==> src/hw/rtl/ksit_pkg.sv <==
// ----------------------------------------------------------------------------
// ksit_pkg
// Shared constants and controller/datapath command and status types for the
// key sorter with index tags.
// ----------------------------------------------------------------------------
package ksit_pkg;

  localparam int CAPACITY_DEFAULT = 64;
  localparam int KEY_BITS_DEFAULT = 32;
  localparam int PORT_KEY_W       = 32;
  localparam int TAG_W            = 6;

  typedef struct packed {
    logic accept;      // latch the request key and tag
    logic write_port;  // write the request key straight to entry zero
    logic write_ins;   // write the held key at the current slot
    logic write_shift; // move the read entry up one slot
    logic dec_slot;
    logic inc_fill;
    logic set_dropped;
    logic rd_sort;
    logic rd_emit;
    logic load_out;
    logic out_taken;
    logic inc_emit;
    logic clear_batch;
  } ksit_cmd_t;

  typedef struct packed {
    logic full;
    logic fill_zero;
    logic greater;
    logic slot_one;
    logic emit_last;
  } ksit_status_t;

endpackage

==> src/hw/rtl/key_sorter_with_index_tags_core.sv <==
// ----------------------------------------------------------------------------
// key_sorter_with_index_tags_core
// Batch sorter: collects tagged keys, emits them in ascending key order.
// ----------------------------------------------------------------------------
// Input channel (in_valid, in_stall, key, last): one key per request. Each
// stored key is tagged with its arrival position. Keys past CAPACITY are
// dropped and flag overflow on every result of the batch. A request with
// last high closes the batch.
// Keys are placed in order as they arrive, by insertion into one memory
// with one write and one registered read port: a request into an empty
// batch is written straight to entry zero, one into a full batch is
// dropped; else each stored key larger than it, read from the top down,
// moves up one slot, and in_stall stays high until the key is placed.
// Output channel (out_valid, out_stall, sorted_key, source_index, overflow,
// last_out): after the closing request, one result per stored key in
// ascending order (equal keys in arrival order), last_out on the final one.
// Each result is read from memory, then loaded into the output register;
// the next read waits until the pending result is taken. A stalled result
// holds its payload; no request is taken until the batch is drained.
// Reset (rst, synchronous) empties the batch and drops any pending result.
// ----------------------------------------------------------------------------
module key_sorter_with_index_tags_core #(
  parameter int CAPACITY = ksit_pkg::CAPACITY_DEFAULT,
  parameter int KEY_BITS = ksit_pkg::KEY_BITS_DEFAULT
) (
  input  logic                            clk,
  input  logic                            rst,
  input  logic                            in_valid,
  output logic                            in_stall,
  input  logic [ksit_pkg::PORT_KEY_W-1:0] key,
  input  logic                            last,
  output logic                            out_valid,
  input  logic                            out_stall,
  output logic [ksit_pkg::PORT_KEY_W-1:0] sorted_key,
  output logic [ksit_pkg::TAG_W-1:0]      source_index,
  output logic                            overflow,
  output logic                            last_out
);

  ksit_pkg::ksit_cmd_t    cmd;
  ksit_pkg::ksit_status_t status;

  ksit_ctrl u_ctrl (
    .clk       (clk),
    .rst       (rst),
    .in_valid  (in_valid),
    .in_stall  (in_stall),
    .last      (last),
    .out_valid (out_valid),
    .out_stall (out_stall),
    .status    (status),
    .cmd       (cmd)
  );

  ksit_datapath #(
    .CAPACITY (CAPACITY),
    .KEY_BITS (KEY_BITS)
  ) u_datapath (
    .clk          (clk),
    .rst          (rst),
    .cmd          (cmd),
    .status       (status),
    .key          (key),
    .out_valid    (out_valid),
    .sorted_key   (sorted_key),
    .source_index (source_index),
    .overflow     (overflow),
    .last_out     (last_out)
  );

endmodule

==> src/hw/rtl/ksit_datapath.sv <==
// ----------------------------------------------------------------------------
// ksit_datapath
// Entry memory (key and tag), insertion registers, fill and emit counters,
// and the result output register.
// ----------------------------------------------------------------------------
module ksit_datapath #(
  parameter int CAPACITY = ksit_pkg::CAPACITY_DEFAULT,
  parameter int KEY_BITS = ksit_pkg::KEY_BITS_DEFAULT
) (
  input  logic                              clk,
  input  logic                              rst,
  input  ksit_pkg::ksit_cmd_t               cmd,
  output ksit_pkg::ksit_status_t            status,
  input  logic [ksit_pkg::PORT_KEY_W-1:0]   key,
  output logic                              out_valid,
  output logic [ksit_pkg::PORT_KEY_W-1:0]   sorted_key,
  output logic [ksit_pkg::TAG_W-1:0]        source_index,
  output logic                              overflow,
  output logic                              last_out
);

  localparam int IDX_W   = $clog2(CAPACITY);
  localparam int CNT_W   = $clog2(CAPACITY + 1);
  localparam int ENTRY_W = KEY_BITS + ksit_pkg::TAG_W;

  logic [ENTRY_W-1:0] mem [CAPACITY];
  logic [ENTRY_W-1:0] rd_data;

  logic [KEY_BITS-1:0]        ins_key;
  logic [ksit_pkg::TAG_W-1:0] ins_tag;
  logic [IDX_W-1:0]           slot;
  logic [IDX_W-1:0]           emit;
  logic [CNT_W-1:0]           fill;
  logic                       dropped;

  logic [KEY_BITS-1:0]        out_key;
  logic [ksit_pkg::TAG_W-1:0] out_tag;

  logic [KEY_BITS-1:0]        port_key;
  logic [ksit_pkg::TAG_W-1:0] port_tag;
  logic                       we;
  logic [IDX_W-1:0]           waddr;
  logic [ENTRY_W-1:0]         wdata;
  logic                       re;
  logic [IDX_W-1:0]           raddr;

  assign port_key = key[KEY_BITS-1:0];
  assign port_tag = ksit_pkg::TAG_W'(fill);

  always_comb begin
    we    = cmd.write_port | cmd.write_ins | cmd.write_shift;
    waddr = cmd.write_port ? '0 : slot;
    if (cmd.write_port) begin
      wdata = {port_key, port_tag};
    end else if (cmd.write_shift) begin
      wdata = rd_data;
    end else begin
      wdata = {ins_key, ins_tag};
    end
    re    = cmd.rd_sort | cmd.rd_emit;
    raddr = cmd.rd_sort ? slot - IDX_W'(1) : emit;
  end

  always_ff @(posedge clk) begin
    if (we) begin
      mem[waddr] <= wdata;
    end
    if (re) begin
      rd_data <= mem[raddr];
    end
  end

  always_ff @(posedge clk) begin
    if (cmd.accept) begin
      ins_key <= port_key;
      ins_tag <= port_tag;
    end
    if (cmd.load_out) begin
      out_key  <= rd_data[ENTRY_W-1:ksit_pkg::TAG_W];
      out_tag  <= rd_data[ksit_pkg::TAG_W-1:0];
      overflow <= dropped;
      last_out <= status.emit_last;
    end
  end

  always_ff @(posedge clk) begin
    if (rst) begin
      slot      <= '0;
      emit      <= '0;
      fill      <= '0;
      dropped   <= 1'b0;
      out_valid <= 1'b0;
    end else begin
      if (cmd.accept) begin
        slot <= fill[IDX_W-1:0];
      end else if (cmd.dec_slot) begin
        slot <= slot - IDX_W'(1);
      end
      if (cmd.clear_batch) begin
        fill    <= '0;
        dropped <= 1'b0;
        emit    <= '0;
      end else begin
        if (cmd.inc_fill) begin
          fill <= fill + CNT_W'(1);
        end
        if (cmd.set_dropped) begin
          dropped <= 1'b1;
        end
        if (cmd.inc_emit) begin
          emit <= emit + IDX_W'(1);
        end
      end
      if (cmd.load_out) begin
        out_valid <= 1'b1;
      end else if (cmd.out_taken) begin
        out_valid <= 1'b0;
      end
    end
  end

  always_comb begin
    status.full      = (fill == CNT_W'(CAPACITY));
    status.fill_zero = (fill == '0);
    status.greater   = (rd_data[ENTRY_W-1:ksit_pkg::TAG_W] > ins_key);
    status.slot_one  = (slot == IDX_W'(1));
    status.emit_last = ((CNT_W'(emit) + CNT_W'(1)) == fill);
  end

  assign sorted_key   = ksit_pkg::PORT_KEY_W'(out_key);
  assign source_index = out_tag;

endmodule

==> src/hw/rtl/ksit_ctrl.sv <==
// ----------------------------------------------------------------------------
// ksit_ctrl
// Sequencer for loading with insertion, and for emitting the sorted batch.
// ----------------------------------------------------------------------------
module ksit_ctrl (
  input  logic                   clk,
  input  logic                   rst,
  input  logic                   in_valid,
  output logic                   in_stall,
  input  logic                   last,
  input  logic                   out_valid,
  input  logic                   out_stall,
  input  ksit_pkg::ksit_status_t status,
  output ksit_pkg::ksit_cmd_t    cmd
);

  typedef enum logic [5:0] {
    S_IDLE    = 6'b000001,
    S_READ    = 6'b000010,
    S_COMPARE = 6'b000100,
    S_PUT     = 6'b001000,
    S_EMIT_RD = 6'b010000,
    S_EMIT_LD = 6'b100000
  } state_t;

  state_t state;
  state_t state_next;
  logic   close_pending;
  logic   close_pending_next;
  logic   done_next_state;

  always_comb begin
    cmd                = '0;
    state_next         = state;
    close_pending_next = close_pending;
    in_stall           = (state != S_IDLE);
    done_next_state    = close_pending;
    case (state)
      S_IDLE: begin
        if (in_valid) begin
          close_pending_next = last;
          if (status.full) begin
            cmd.set_dropped = 1'b1;
            if (last) begin
              state_next = S_EMIT_RD;
            end
          end else begin
            cmd.accept   = 1'b1;
            cmd.inc_fill = 1'b1;
            if (status.fill_zero) begin
              cmd.write_port = 1'b1;
              if (last) begin
                state_next = S_EMIT_RD;
              end
            end else begin
              state_next = S_READ;
            end
          end
        end
      end
      S_READ: begin
        cmd.rd_sort = 1'b1;
        state_next  = S_COMPARE;
      end
      S_COMPARE: begin
        if (status.greater) begin
          cmd.write_shift = 1'b1;
          cmd.dec_slot    = 1'b1;
          state_next      = status.slot_one ? S_PUT : S_READ;
        end else begin
          cmd.write_ins = 1'b1;
          state_next    = done_next_state ? S_EMIT_RD : S_IDLE;
        end
      end
      S_PUT: begin
        cmd.write_ins = 1'b1;
        state_next    = done_next_state ? S_EMIT_RD : S_IDLE;
      end
      S_EMIT_RD: begin
        if (!out_valid) begin
          cmd.rd_emit = 1'b1;
          state_next  = S_EMIT_LD;
        end else if (!out_stall) begin
          // hold the next read until the pending result is taken
          cmd.out_taken = 1'b1;
          cmd.rd_emit   = 1'b1;
          state_next    = S_EMIT_LD;
        end
      end
      S_EMIT_LD: begin
        cmd.load_out = 1'b1;
        if (status.emit_last) begin
          cmd.clear_batch    = 1'b1;
          close_pending_next = 1'b0;
          state_next         = S_IDLE;
        end else begin
          cmd.inc_emit = 1'b1;
          state_next   = S_EMIT_RD;
        end
      end
      default: begin
        state_next = S_IDLE;
      end
    endcase
    // retire the final result once the batch has closed
    if (state != S_EMIT_RD && state != S_EMIT_LD && out_valid && !out_stall) begin
      cmd.out_taken = 1'b1;
    end
    if (state != S_EMIT_RD && state != S_EMIT_LD && out_valid) begin
      in_stall = 1'b1;
      if (state == S_IDLE) begin
        cmd                = '0;
        cmd.out_taken      = !out_stall;
        state_next         = S_IDLE;
        close_pending_next = close_pending;
      end
    end
  end

  always_ff @(posedge clk) begin
    if (rst) begin
      state         <= S_IDLE;
      close_pending <= 1'b0;
    end else begin
      state         <= state_next;
      close_pending <= close_pending_next;
    end
  end

endmodule
==> config.mk <==
export PLATFORM = sky130hd
export DESIGN_NAME = key_sorter_with_index_tags_core
export DESIGN_NICKNAME = d
export VERILOG_FILES = /design/src/hw/rtl/ksit_pkg.sv /design/src/hw/rtl/key_sorter_with_index_tags_core.sv /design/src/hw/rtl/ksit_datapath.sv /design/src/hw/rtl/ksit_ctrl.sv
export SDC_FILE = /design/constraint.sdc
export NUM_CORES = 2
export LEC_CHECK = 0
export BUFFER_PORTS_ARGS = -buffer_cell sky130_fd_sc_hd__buf_2
export CORE_MARGIN = 2
export CORE_UTILIZATION = 40
export DETAILED_ROUTE_END_ITERATION = 6
export MAX_ROUTING_LAYER = met4
export PLACE_DENSITY_LB_ADDON = 0.05
export RECOVER_POWER = 100
export SETUP_SLACK_MARGIN = 0.1
export SLEW_MARGIN = 20
export SYNTH_ARGS = -nofsm -noshare
export SYNTH_HDL_FRONTEND = slang
export SYNTH_HIERARCHICAL = 1
export SYNTH_SLANG_ARGS = --single-unit
export TNS_END_PERCENT = 100
==> constraint.sdc <==
create_clock -name clk -period 6.6 [get_ports clk]
set_input_delay 0.66 -clock clk [delete_from_list [all_inputs] [get_ports clk]]
set_output_delay 0.66 -clock clk [all_outputs]
set_load 0.1 [all_outputs]
==> reports/metrics.cfg <==
[sta]
maxSlewViolCount=2250
period_needed_ns=6.19
setup_viol=0
worst_slack_ns=0.408
timing.hold.ws_ns=0.121
rsz0062_at_grt=false
fmax_mhz=162
hold_viol_final=0
final.setup_skew_ns=0.0543
worst_pin_slew_ns=3.42
slew_headroom=-1.28
finalCritPeriodShare=0.938
fin_tns_setup_ns=0

[run_status]
violations=max-capacitance violations, max-slew violations
status=finished with violations

[synth]
synth_largest_area_cell=edfxtp_1
synth.area.mux_share=0.00435
ys_types=90
synthArstFlopShare=0
syn_nets=9216
synthTopCellsByCount=edfxtp_1, nand2_1, o21ai_0
synth_compound_area_frac=0.206
ys_ff_latch=2576
synth_area_um2=114000
yosysSeqAreaShare=0.674
syn_avg_cell_area_um2=12.5
synth_edf_count=2548
synth_top_family_by_area=compound AO/OA/AOI/OAI gates
synth_top_cell_area_share=0.669
synth_area_leaders=edfxtp_1, a211oi_1, nand2_1
yosys_warnings=6
synthSimpleGateAreaFrac=0.0731
synthAdderAreaFrac=0.00405
synthFlopType=edfxtp_1
synthCells=9142
synthXorXnorAreaFrac=0.00169
yosysMostFrequentCell=edfxtp_1

[global_route]
grt_pass1_wl_mm=649
grt_usage=0.320
antenna_found_initial=27
grt_max_degree=154
grt_overflow=0
grt_pass1_vias=81500

[floorplan]
dieArea_um2=290000
fp-row-count=196
start_util=0.401
die_h_um=539
die_w_um=539
fp.coreArea_um2=285000
ios=79

[power]
p_seq_frac=0.460
vdd_drop_max_v=0.000271
powerDensity_nw_per_um2=352
switchingPower_w=0.0143
internal_power_w=0.0314
cellLeakagePower_nw=40.3
combPwrFrac=0.192
power.total_w=0.0457
p_clk_frac=0.347
switching_share=0.313

[finish]
seqCellArea_um2=77100
area_growth_pct=13.7
layout.nets=9247
final.fill_count=25600
multi_input_area_um2=33700
postLayoutCellArea_um2=130000
drive_gt1_frac=0.116

[clocking]
numCtsBuffers=295
cts_tree=built
clkSlewWorstSetupHoldPaths_ns=0.06
ctsLongestPathBuffers=4
cts.sinks=2576
post-cts-setup-buffers=0
clkLatencyLatePin_ns=0.94
htreeDepth=5
cts_root_buf=clkbuf_16

[placement]
post-dp-hpwl_mm=270
portBuffers=78
placed_cell_area_um2=122000
pre_cts_ws_ns=0.799
routabilityCongestion=0.894

[routing]
wl_mm=464
via_per_inst=6.51
avgRoutedWirePerCell_um=35.2
drc=0
firstDrtPassIters=6
num_vias=85800
first_iter_violations=9862
drtAntennaViolNets=0

[critical_path]
crit_arrival_ns=6.73
setup.worst_path.class=flop to flop
crit_fanout=41
cp-end-kind=flop
critPathLaunchType=flop
crit_required_ns=7.14
critical_path.max_stage_delay_ns=1.35
worstPathCellList=or4b_1 -> or3_1 -> inv_8 -> nand2b_1 -> o211a_2 -> nor2_2 -> nand3_1 -> a21oi_1 -> o41ai_1 -> o221ai_1
slowest_stage=o211a_2

[worst_hold_path]
hold_class=primary input to flop

[flow_run]
cap_violations=55

## cell usage in the layout, fill, tap and decap left out, types with 65 or more instances in the layout
| cell | n |
|---|---|
| nand2_1 | 1126 |
| nor2_1 | 292 |
| a211oi_1 | 719 |
| a31o_2 | 126 |
| edfxtp_1 | 2548 |
| o211ai_1 | 133 |
| a21oi_1 | 719 |
| a31oi_1 | 385 |
| clkinv_1 | 68 |
| nand3_1 | 164 |
| o22ai_1 | 106 |
| clkbuf_16 | 303 |
| clkbuf_1 | 180 |
| a311oi_1 | 105 |
| nor3_1 | 65 |
| clkbuf_2 | 69 |
| buf_4 | 276 |
| buf_12 | 92 |
| o21ai_0 | 733 |
## what timing repair did
action	CTS	global route
resized for setup	0	0
hold buffers	32	0
endpoints found under the hold margin	32	0
## metrics by stage
| step | util | instances |
|---|---|---|
| detailed placement | 0.427 | 12600 |
| global route | 0.456 | 13200 |
| CTS | 0.460 | 13200 |
| finish | 0.456 | 13200 |
| global placement | 0.427 | 12600 |
| floorplan | - | 9142 |
## flip-flops by register name (all words and copies together) (netlist names)
register and cells:
u_datapath/ins_tag 6, u_datapath/fill 7, u_datapath/ins_key 32, u_datapath/source_index 6, u_datapath/rd_data 38, u_datapath/sorted_key 32, u_datapath/out_valid 1, u_datapath/mem 2432
u_datapath/last_out 1, u_datapath/overflow 1, u_datapath/emit 6, u_datapath/slot 6, u_ctrl/state 6, u_ctrl/close_pending 1, u_datapath/dropped 1
## per-layer routing
metal	track usage	vias to the layer above	part of all wire	routed length [um]
met5	-	-	0	0
met4	0.128	0	0.045	21000
met3	0.0367	872	0.076	35300
met2	0.497	4190	0.46	215000
met1	0.429	44400	0.41	192000
li1	-	36300	-	-
## layout make-up
| class | instances | area share |
|---|---|---|
| inverter | 61 | 0.00207 |
| clock buffer | 375 | 0.0605 |
| multi-input combinational | 5649 | 0.259 |
| sequential | 2576 | 0.593 |
| antenna | 16 | 0.000308 |
| tap | 3762 | 0.0362 |
| clock inverter | 146 | 0.00910 |
| timing repair buffer | 590 | 0.0392 |
## power by group through the flow
stage | sequential [W] | combinational [W] | clock [W]
2_1_floorplan | 0.0215 | 0.00407 | 0
3_3_place_gp | 0.0212 | 0.00884 | 0
4_1_cts | 0.0209 | 0.00895 | 0.0161
5_1_grt | 0.0210 | 0.00912 | 0.0167
6_report | 0.0210 | 0.00878 | 0.0159
3_5_place_dp | 0.0212 | 0.00892 | 0
## path summary, 6_finish.rpt
path / startpoint / to / slack [ns] / cells past startpoint
hold reg to reg: u_datapath/dropped$_SDFFE_PP0P_ / u_datapath/overflow$_DFFE_PP_ / 0.44 / 0
hold / removal: rst / u_datapath/slot[5]$_SDFFE_PP0P_ / 0.12 / 2
setup / recovery: u_ctrl/state[4]$_SDFF_PP0_ / u_datapath/rd_data[1]$_DFFE_PP_ / 0.41 / 10
setup reg to reg: u_ctrl/state[4]$_SDFF_PP0_ / u_datapath/rd_data[1]$_DFFE_PP_ / 0.41 / 10
## cells by family after synthesis
family                   Yosys count
multiplexers                      49
AO/OA/AOI/OAI                   3583
flip-flops                      2576
XOR/XNOR                          22
AND/OR/NAND/NOR                 1958
adder cells (fa/ha/maj)           37
buffers and inverters            917
## worst max-delay path, delay by kind of cell, from the launching register on
kind	cells	cell delay (ns)
and+or+nand+nor	5	2.18
DFF	1	0.39
AOI/OAI and AO/OA	4	2.79
buffers and inverters	1	0.37
(Power assumes the default switching activity.)
